### src/rtl/stepper_button_move_sequencer_assert.svh
// Assertion macros for the stepper button move sequencer
`ifndef STEPPER_BUTTON_MOVE_SEQUENCER_ASSERT_SVH
`define STEPPER_BUTTON_MOVE_SEQUENCER_ASSERT_SVH

// property holds at every edge outside reset
`define SBMS_ASSERT(lbl, clk, rst_n, prop, msg) \
	lbl: assert property (@(posedge clk) disable iff (!rst_n) (prop)) else $error(msg);

// consequence holds in the cycle after the antecedent
`define SBMS_ASSERT_NEXT(lbl, clk, rst_n, ante, cons, msg) \
	lbl: assert property (@(posedge clk) disable iff (!rst_n) (ante) |=> (cons)) else $error(msg);

`endif

### src/rtl/sbms_pkg.sv
// Package: types and constants shared by the move sequencer modules
package sbms_pkg;

	localparam int unsigned HALF_W   = 16;
	localparam int unsigned STEP_W   = 16;
	localparam int unsigned TIMER_W  = 20;
	localparam int unsigned ADDR_W   = 4;
	localparam int unsigned DATA_W   = 32;

	localparam logic [1:0] REG_HALF_PERIOD = 2'd0;
	localparam logic [1:0] REG_PULSE_COUNT = 2'd1;
	localparam logic [1:0] REG_DIR_SETTLE  = 2'd2;
	localparam logic [1:0] REG_POST_WAIT   = 2'd3;

	localparam logic [HALF_W-1:0]  HALF_PERIOD_RST = HALF_W'(290);
	localparam logic [STEP_W-1:0]  PULSE_COUNT_RST = STEP_W'(30000);
	localparam logic [TIMER_W-1:0] DIR_SETTLE_RST  = TIMER_W'(50000);
	localparam logic [TIMER_W-1:0] POST_WAIT_RST   = TIMER_W'(50000);

	typedef enum logic [2:0] {
		PH_IDLE   = 3'd0,
		PH_SETTLE = 3'd1,
		PH_HIGH   = 3'd2,
		PH_LOW    = 3'd3,
		PH_POST   = 3'd4
	} phase_t;

	typedef struct packed {
		logic [HALF_W-1:0]  half_period_ticks;
		logic [STEP_W-1:0]  pulse_count;
		logic [TIMER_W-1:0] dir_settle_ticks;
		logic [TIMER_W-1:0] post_wait_ticks;
	} cfg_t;

	typedef struct packed {
		logic busy_res;
		logic enable_n;
		logic dir_level;
		logic step_pulse;
	} result_t;

endpackage

### src/rtl/stepper_button_move_sequencer.sv
// Top level: stream ports, input stage, sequencer core and result register
//
// Usage:
//   s_axis carries one item per timer tick: tdata[0] up button, tdata[1] down button
//   (both active low). m_axis returns one item per input item: tdata[0] step_pulse,
//   tdata[1] dir_level, tdata[2] enable_n, tdata[3] busy_res, the line levels after
//   that tick. Timing registers are written over APB while the block is idle:
//   0x0 half period, 0x4 step count, 0x8 direction settle, 0xC post wait.
// Path: the input item is registered in the input stage, then the sequencer update
//   loads the result register, which drives m_axis; the receiver takes it when
//   m_axis_tready is high. The phase machine and timers update once per item.
// Throughput: one item per cycle while m_axis_tready is high.
// Reset: phase idle, latches clear, timers zero, registers at their defaults;
//   no result is pending.
// Stall: with m_axis_tready low the result register holds and one more item waits
//   in the input stage; s_axis_tready then drops until the output drains.
module stepper_button_move_sequencer (
	input  logic                        clk,
	input  logic                        arst_n,
	input  logic                        s_axis_tvalid,
	output logic                        s_axis_tready,
	input  logic [7:0]                  s_axis_tdata,  // btn_up_n, btn_dn_n, zero pad
	output logic                        m_axis_tvalid,
	input  logic                        m_axis_tready,
	output logic [7:0]                  m_axis_tdata,  // step_pulse, dir_level, enable_n,
	                                                   // busy_res, zero pad
	input  logic                        psel,
	input  logic                        penable,
	input  logic                        pwrite,
	input  logic [sbms_pkg::ADDR_W-1:0] paddr,
	input  logic [sbms_pkg::DATA_W-1:0] pwdata,
	output logic [sbms_pkg::DATA_W-1:0] prdata,
	output logic                        pready
);
	import sbms_pkg::*;

	cfg_t       cfg;
	result_t    result;
	logic       valid_s1;
	logic [1:0] btn_s1;
	logic       adv;
	logic       out_valid_q;
	result_t    out_q;

	assign adv           = valid_s1 & (!out_valid_q | m_axis_tready);
	assign s_axis_tready = !valid_s1 | adv;
	assign m_axis_tvalid = out_valid_q;
	assign m_axis_tdata  = {4'b0000, out_q.busy_res, out_q.enable_n,
		out_q.dir_level, out_q.step_pulse};

	always_ff @(posedge clk or negedge arst_n) begin
		if (!arst_n) begin
			valid_s1 <= 1'b0;
		end else if (s_axis_tready) begin
			valid_s1 <= s_axis_tvalid;
		end
	end

	always_ff @(posedge clk) begin
		if (s_axis_tready && s_axis_tvalid) begin
			btn_s1 <= s_axis_tdata[1:0];
		end
	end

	always_ff @(posedge clk or negedge arst_n) begin
		if (!arst_n) begin
			out_valid_q <= 1'b0;
		end else if (adv) begin
			out_valid_q <= 1'b1;
		end else if (m_axis_tready) begin
			out_valid_q <= 1'b0;
		end
	end

	always_ff @(posedge clk) begin
		if (adv) begin
			out_q <= result;
		end
	end

	sbms_regs u_regs (
		.clk     (clk),
		.arst_n  (arst_n),
		.psel    (psel),
		.penable (penable),
		.pwrite  (pwrite),
		.paddr   (paddr),
		.pwdata  (pwdata),
		.prdata  (prdata),
		.pready  (pready),
		.cfg     (cfg)
	);

	sbms_core u_core (
		.clk        (clk),
		.arst_n     (arst_n),
		.fire       (adv),
		.btn_up_n   (btn_s1[0]),
		.btn_dn_n   (btn_s1[1]),
		.cfg        (cfg),
		.result     (result)
	);

endmodule

### src/rtl/sbms_regs.sv
// Configuration register file behind the APB port
module sbms_regs (
	input  logic                        clk,
	input  logic                        arst_n,
	input  logic                        psel,
	input  logic                        penable,
	input  logic                        pwrite,
	input  logic [sbms_pkg::ADDR_W-1:0] paddr,
	input  logic [sbms_pkg::DATA_W-1:0] pwdata,
	output logic [sbms_pkg::DATA_W-1:0] prdata,
	output logic                        pready,
	output sbms_pkg::cfg_t              cfg
);
	import sbms_pkg::*;

	logic       wr_en;
	logic [1:0] reg_idx;
	cfg_t       cfg_q;

	assign pready  = 1'b1;
	assign wr_en   = psel & penable & pwrite & pready;
	assign reg_idx = paddr[3:2];
	assign cfg     = cfg_q;

	always_ff @(posedge clk or negedge arst_n) begin
		if (!arst_n) begin
			cfg_q.half_period_ticks <= HALF_PERIOD_RST;
			cfg_q.pulse_count       <= PULSE_COUNT_RST;
			cfg_q.dir_settle_ticks  <= DIR_SETTLE_RST;
			cfg_q.post_wait_ticks   <= POST_WAIT_RST;
		end else if (wr_en) begin
			unique case (reg_idx)
				REG_HALF_PERIOD: cfg_q.half_period_ticks <= pwdata[HALF_W-1:0];
				REG_PULSE_COUNT: cfg_q.pulse_count       <= pwdata[STEP_W-1:0];
				REG_DIR_SETTLE:  cfg_q.dir_settle_ticks  <= pwdata[TIMER_W-1:0];
				REG_POST_WAIT:   cfg_q.post_wait_ticks   <= pwdata[TIMER_W-1:0];
				default: ;
			endcase
		end
	end

	always_comb begin
		unique case (reg_idx)
			REG_HALF_PERIOD: prdata = DATA_W'(cfg_q.half_period_ticks);
			REG_PULSE_COUNT: prdata = DATA_W'(cfg_q.pulse_count);
			REG_DIR_SETTLE:  prdata = DATA_W'(cfg_q.dir_settle_ticks);
			REG_POST_WAIT:   prdata = DATA_W'(cfg_q.post_wait_ticks);
			default:         prdata = '0;
		endcase
	end

endmodule

### src/rtl/sbms_core.sv
// Move sequencer state: phase machine, tick timer, step counter and latches
module sbms_core (
	input  logic              clk,
	input  logic              arst_n,
	input  logic              fire,
	input  logic              btn_up_n,
	input  logic              btn_dn_n,
	input  sbms_pkg::cfg_t    cfg,
	output sbms_pkg::result_t result
);
	import sbms_pkg::*;

	phase_t              phase_q, phase_n;
	logic [TIMER_W-1:0]  timer_q, timer_n;
	logic [STEP_W-1:0]   steps_q, steps_n;
	logic                dir_q, dir_n;
	logic                up_l_q, up_l_n;
	logic                down_l_q, down_l_n;
	logic                pulse_q, pulse_n;
	logic [TIMER_W-1:0]  half_m1;

	assign half_m1 = (cfg.half_period_ticks == '0) ? '0 :
		TIMER_W'(cfg.half_period_ticks - HALF_W'(1));

	always_comb begin
		logic do_pulsing;
		logic do_high;
		logic do_post;
		do_pulsing = 1'b0;
		do_high    = 1'b0;
		do_post    = 1'b0;
		phase_n    = phase_q;
		timer_n    = timer_q;
		steps_n    = steps_q;
		dir_n      = dir_q;
		up_l_n     = up_l_q;
		down_l_n   = down_l_q;
		pulse_n    = pulse_q;
		unique case (phase_q)
			PH_SETTLE: begin
				if (timer_q != '0) timer_n = timer_q - TIMER_W'(1);
				else do_pulsing = 1'b1;
			end
			PH_HIGH: begin
				if (timer_q != '0) begin
					timer_n = timer_q - TIMER_W'(1);
				end else begin
					phase_n = PH_LOW;
					pulse_n = 1'b0;
					timer_n = half_m1;
				end
			end
			PH_LOW: begin
				if (timer_q != '0) begin
					timer_n = timer_q - TIMER_W'(1);
				end else begin
					steps_n = steps_q - STEP_W'(1);
					if (steps_n == '0) do_post = 1'b1;
					else do_high = 1'b1;
				end
			end
			PH_POST: begin
				if (timer_q != '0) begin
					timer_n = timer_q - TIMER_W'(1);
				end else begin
					phase_n = PH_IDLE;
					if (dir_q) up_l_n = 1'b1;
					else down_l_n = 1'b1;
				end
			end
			default: begin
				phase_n = PH_IDLE;
				if ((!btn_up_n && !up_l_q) || (!btn_dn_n && !down_l_q)) begin
					dir_n = !btn_up_n && !up_l_q;
					if (dir_n) down_l_n = 1'b0;
					else up_l_n = 1'b0;
					pulse_n = 1'b0;
					if (cfg.dir_settle_ticks == '0) begin
						do_pulsing = 1'b1;
					end else begin
						phase_n = PH_SETTLE;
						timer_n = cfg.dir_settle_ticks - TIMER_W'(1);
					end
				end
			end
		endcase
		if (do_pulsing) begin
			steps_n = cfg.pulse_count;
			if (cfg.pulse_count == '0) do_post = 1'b1;
			else do_high = 1'b1;
		end
		if (do_high) begin
			phase_n = PH_HIGH;
			pulse_n = 1'b1;
			timer_n = half_m1;
		end
		if (do_post) begin
			pulse_n = 1'b0;
			if (cfg.post_wait_ticks == '0) begin
				phase_n = PH_IDLE;
				timer_n = '0;
				if (dir_n) up_l_n = 1'b1;
				else down_l_n = 1'b1;
			end else begin
				phase_n = PH_POST;
				timer_n = cfg.post_wait_ticks - TIMER_W'(1);
			end
		end
	end

	always_comb begin
		result.step_pulse = pulse_n;
		result.dir_level  = dir_n;
		result.enable_n   = !(phase_n == PH_HIGH || phase_n == PH_LOW);
		result.busy_res   = (phase_n != PH_IDLE);
	end

	always_ff @(posedge clk or negedge arst_n) begin
		if (!arst_n) begin
			phase_q  <= PH_IDLE;
			timer_q  <= '0;
			steps_q  <= '0;
			dir_q    <= 1'b0;
			up_l_q   <= 1'b0;
			down_l_q <= 1'b0;
			pulse_q  <= 1'b0;
		end else if (fire) begin
			phase_q  <= phase_n;
			timer_q  <= timer_n;
			steps_q  <= steps_n;
			dir_q    <= dir_n;
			up_l_q   <= up_l_n;
			down_l_q <= down_l_n;
			pulse_q  <= pulse_n;
		end
	end

	`include "stepper_button_move_sequencer_assert.svh"

	`SBMS_ASSERT(a_pulse_in_high, clk, arst_n, !pulse_q || phase_q == PH_HIGH, "pulse outside high phase")
	`SBMS_ASSERT(a_one_latch, clk, arst_n, !(up_l_q && down_l_q), "both direction latches set")
	`SBMS_ASSERT(a_steps_live, clk, arst_n, !(phase_q == PH_HIGH || phase_q == PH_LOW) || steps_q != '0, "pulsing with no steps left")
	`SBMS_ASSERT_NEXT(a_idle_holds, clk, arst_n, phase_q == PH_IDLE && !fire, phase_q == PH_IDLE, "left idle without an item")

endmodule

### config.mk
export PLATFORM = sky130hd
export DESIGN_NAME = stepper_button_move_sequencer
export DESIGN_NICKNAME = d
export VERILOG_FILES = /design/src/rtl/sbms_pkg.sv /design/src/rtl/stepper_button_move_sequencer.sv /design/src/rtl/sbms_regs.sv /design/src/rtl/sbms_core.sv
export VERILOG_INCLUDE_DIRS = /design/src /design/src/rtl
export SDC_FILE = /design/constraint.sdc
export NUM_CORES = 1
export LEC_CHECK = 0
export BUFFER_PORTS_ARGS = -buffer_cell sky130_fd_sc_hd__buf_4
export CAP_MARGIN = 20
export CORE_UTILIZATION = 30
export CTS_CLUSTER_SIZE = 20
export DETAILED_ROUTE_END_ITERATION = 7
export RECOVER_POWER = 100
export SYNTH_ARGS = -nofsm -noshare
export SYNTH_HDL_FRONTEND = slang
export SYNTH_HIERARCHICAL = 1
export SYNTH_SLANG_ARGS = --single-unit
export TNS_END_PERCENT = 100
### constraint.sdc
create_clock -name clk -period 4.25 [get_ports clk]
set_input_delay 0.85 -clock clk [delete_from_list [all_inputs] [get_ports clk]]
set_output_delay 0.85 -clock clk [all_outputs]
set_load 0.01 [all_outputs]
# Yosys cells after proc, flatten, opt, wreduce, memory -nomap -nowiden
# Cells that the tools add are included.
# word_totals
elab_cells	134
regBits	123
out_inout_bits	43
# op_classes
eq_ne	12
n_bitwise	5
n_addsub	5
reduce_logical	34
muxes	60
# ops
operator	n
20-bit two-way mux	8
32-bit case mux with 4 select lines	1
20-bit by 1-bit subtractor with 20-bit output (second input constant)	3
16-bit zero test	3
16-bit two-way mux	3
20-bit zero test	2
20-bit case mux with 2 select lines	1
1-bit two-way mux	36
20-bit nonzero test	1
3-bit two-way mux	6
16-bit by 1-bit subtractor with 17-bit output (second input constant)	1
16-bit by 1-bit subtractor with 16-bit output (second input constant)	1
3-bit by 2-bit equality test with 1-bit output (second input constant)	4
3-bit case mux with 3 select lines	1
3-bit OR reduction	3
1-bit case mux with 2 select lines	4
2-bit AND reduction	4
1-bit zero test	7
5-bit inequality test (second input constant)	1
5-bit nonzero test	1
2-bit equality test (second input constant)	2
4-bit by 1-bit inequality test with 1-bit output (second input constant)	1
4-bit AND reduction	1
2-bit nonzero test	2
13 further kinds	19

# Depth between registers and ports, before layout
# logic_depth
depth_word	12
depth_mapped	11
ltp_nobuf	9

# Hierarchy
# Netlist, hierarchy kept.
# modules_own_cells
mod	cells_per_inst	area_each_um2	instances
sbms_core	595	4476.8	1
sbms_regs	202	3324.4	1
stepper_button_move_sequencer	19	317.8	1

# Worst setup path after synthesis
# OpenSTA, ideal clock, no wires.
# synth_path
kind	register -> register
start	register u_core.timer_q[9]
end	register u_core.timer_q[7]
setup_time_ns	0.126
period_less_slack_ns	2.990
path_slack_ns	1.260
t_required_ns	4.124
path_stages_with_launch	12
arrival_time_ns	2.864
path_cell_list	dfrtp_1 > or4_1 > buf_2 > or4_1 > buf_2 > o41a_1 > a21boi_4 > or2_1 > buf_6 > buf_6 > a41oi_2 > nand3_1
# synth_between
elab_chain_len	7
elab_cells_between_ends	19
# synth_rtl
element	line	rtl
start: declaration	sbms_core.sv:14	logic [TIMER_W-1:0] timer_q, timer_n;
start signal: assignment	sbms_core.sv:129	timer_q <= timer_n;
20-bit nonzero test *	-	
1-bit two-way mux	sbms_core.sv:54	if (timer_q != '0) begin
1-bit two-way mux	sbms_core.sv:39	unique case (phase_q)
1-bit two-way mux	sbms_core.sv:89	if (cfg.pulse_count == '0) do_post = 1'b1;
1-bit two-way mux	sbms_core.sv:87	if (do_pulsing) begin
5-bit inequality test (no line) (tied with other cells)	-	
4-bit AND reduction (no line) or 20-bit two-way mux (tied branches)	-	
# Every way passes the cells marked *; elsewhere a longest branch is shown, timed or not.
# A chain may end at the register's enable or synchronous reset.

==> results.toml <==
[timing]
tns_ns = 0
timing.slew.headroom = -0.1487
final.period_utilization = 0.8586
rsz0062_at_grt = "no"
setup_viol = 0
hold_viol = 0
slew_violations = 87
worst_pin_slew_ns = 1.723
timing.hold.ws_ns = 0.4801
fmax_mhz = 274.0
clock_skew_ns = 0.01275
min_period_ns = 3.649

[power]
powerDensity_nw_per_um2 = 447.0
p_leak_nw = 3.529
peakVddDrop_uv = 281.3
p_total_mw = 4.103

[layout]
antenna_cells = 0
final_common_cell = "dfrtp_1"
drive_gt1_frac = 0.2201
final_cell_mix = "95 x dfrtp_1, 66 x mux2_2, 59 x nor2_1, 44 x a21oi_1, 41 x buf_4"
area_growth_pct = 13.05
nFillCells = 2695
nets = 921

[clock_tree]
cts_tree = "yes"
htree_levels = 4
clk_path_buf_depth = 2
cts_sinks = 123
clockRootBuffer = "clkbuf_16"
cts_made_buffers = 17
clkLatencyLatePin_ns = 0.43
postCtsSetupBuffers = 0
clk_pin_slew_ns = 0.06
cts_repair_resize_count = 0
holdBufCountCts = 0

[floorplan]
die_h_um = 166.5
io_pins = 94
die-area_sq_um = 27730
start_util = 0.3089
die_width_um = 166.5
fp-row-count = 59
core_area_sq_um = 26280

[global_route]
first_global_vias = 6575
track_usage = 0.1694
grt_overflow = 0
grt_pass1_wl_um = 36810
grt_max_degree = 66
antenna_found_initial = 0

[synth]
yosys.area.top_type_share = 0.2928
ys_ff_latch = 123
yosys-top-cells-area = "dfrtp_1 29%, mux2_2 9.2%, dfstp_2 7.1%"
synth_top_area_cell = "dfrtp_1"
synth_edf_count = 6
syn_area_per_cell_sq_um = 9.950
ys_seq_area_frac = 0.3862
synth_ff_type = "dfrtp_1"
synth_cells = 816
netlist_area_sq_um = 8119
synthDistinctLibCells = 71
synthArstFlopShare = 0.9512
yosys_warnings = 6

[drt]
routed_wl_um = 22840
drt-pass1-iter-count = 7
routed_via_density = 5.549
drc = 7
initialDrtViolationCount = 482
wl_per_cell_um = 18.85
vias = 6725
ant_nets = 0

[critical_path]
rrSetupSlack_ns = 0.60
cp_data_required_time_ns = 4.56
cp-end-kind = "register"
crit_chain = "or4_1 > nor4_1 > and4_1 > o21a_1 > or2_0 > nor2_1 > mux2_2"
crit_fanout = 10
worstSetupPathType = "register to register"
slowest_delay_ns = 0.75
worstPathArrival_ns = 3.96
crit_path_start_kind = "register"
slowest_stage = "nor4_1"

[place]
dp_hpwl_um = 16730
gp_congestion = 0.8591
portBuffers = 56

[run_status]
failed_checks = "DRC, capacitance limit, slew limit"
status = "finished with violations"

[worst_hold_path]
min_path_type = "register to register"

[run]
cap_violations = 2
## metrics by stage
| step | utilization | instance area, sq um | instances | worst slack (ns) |
|---|---|---|---|---|
| floorplan | - | 8172 | 830 | 1.260 |
| global placement | 0.3357 | 8822 | 1179 | 0.9469 |
| detailed placement | 0.3360 | 8830 | 1180 | 0.9372 |
| CTS | 0.3569 | 9379 | 1212 | 0.9379 |
| global route | 0.3493 | 9179 | 1212 | 0.4051 |
| finish | 0.3493 | 9179 | 1212 | 0.6009 |
## power breakdown
group	total, mW	switching [mW]	internal [mW]
combinational	0.948	0.466	0.482
clock	1.37	0.600	0.771
sequential	1.78	0.349	1.43
## registers in the layout (all words and copies together), names as in the netlist, 2 cells and up
| register | flops |
|---|---|
| btn_s1 | 2 |
| m_axis_tdata | 4 |
| u_core/phase_q | 3 |
| u_core/steps_q | 16 |
| u_core/timer_q | 20 |
| u_regs/cfg | 72 |
## cells in the mapped netlist (all sizes together), types with 3 or more instances
library cell / n
nor3: 29
nor4: 28
dfrtp: 95
a2bb2oi: 3
o22ai: 14
a31oi: 3
xor2: 29
a22oi: 7
mux2i: 6
buf: 36
o21a: 3
ha: 6
nand3b: 7
nand2: 38
nand2b: 11
edfxtp: 6
nor2: 59
o211ai: 13
a21oi: 45
mux4: 16
mux2: 76
o22a: 5
or2: 5
and4: 4
nor2b: 8
o21ai: 39
a21o: 4
or4: 21
or3: 20
and2: 4
conb: 3
o32ai: 3
xnor2: 28
dfstp: 22
nand4: 17
clkbuf: 23
nor3b: 6
nand3: 22
a211oi: 4
o31ai: 5
inv: 18
## routing by layer
metal | track usage | part of all wire
met5 | 0 | 0
met4 | 0.05998 | 0.019
met3 | 0.03755 | 0.054
met2 | 0.2656 | 0.47
met1 | 0.2291 | 0.46
## final timing paths
| check | end | start | cells past startpoint |
|---|---|---|---|
| worst max-delay path | u_core/pulse_q$_DFFE_PN0P_ | u_regs/cfg[23]$_DFFE_PN0P_ | 7 |
| worst min-delay path | m_axis_tvalid$_DFFE_PN0P_ | valid_s1$_DFFE_PN0P_ | 1 |
| worst max register to register | u_core/pulse_q$_DFFE_PN0P_ | u_regs/cfg[23]$_DFFE_PN0P_ | 7 |
| worst min register to register | m_axis_tvalid$_DFFE_PN0P_ | valid_s1$_DFFE_PN0P_ | 1 |
| max in group asynchronous | u_core/timer_q[14]$_DFFE_PN0P_ | arst_n | 2 |
| min in group asynchronous | u_regs/cfg[49]$_DFFE_PN0P_ | arst_n | 1 |
## layout make-up
class,count,area [sq um],area share
multi-input combinational,630,4562,0.4970
clock buffer,18,439.2,0.04785
inverter,18,67.56,0.007361
clock inverter,14,110.1,0.01200
sequential,123,3136,0.3416
tap,335,419.2,0.04567
timing repair buffer,74,445.4,0.04853
## kinds of logic after synthesis
kind of cell	after synthesis	synth area share
mux	98	0.1618
other cells	3	0.001387
fa+ha+maj	6	0.009246
xor+xnor	57	0.06149
compound gates	165	0.1328
buf+inv	77	0.05132
flops	123	0.3862
simple gates	287	0.1957
## worst max-delay path: cells and delay by family (launching register included)
family          cells  cell delay (ns)
compound gates      1             0.21
flops               1             0.45
mux                 1             0.28
simple gates        5             2.58
No activity file was read; power rests on OpenSTA's default activity.
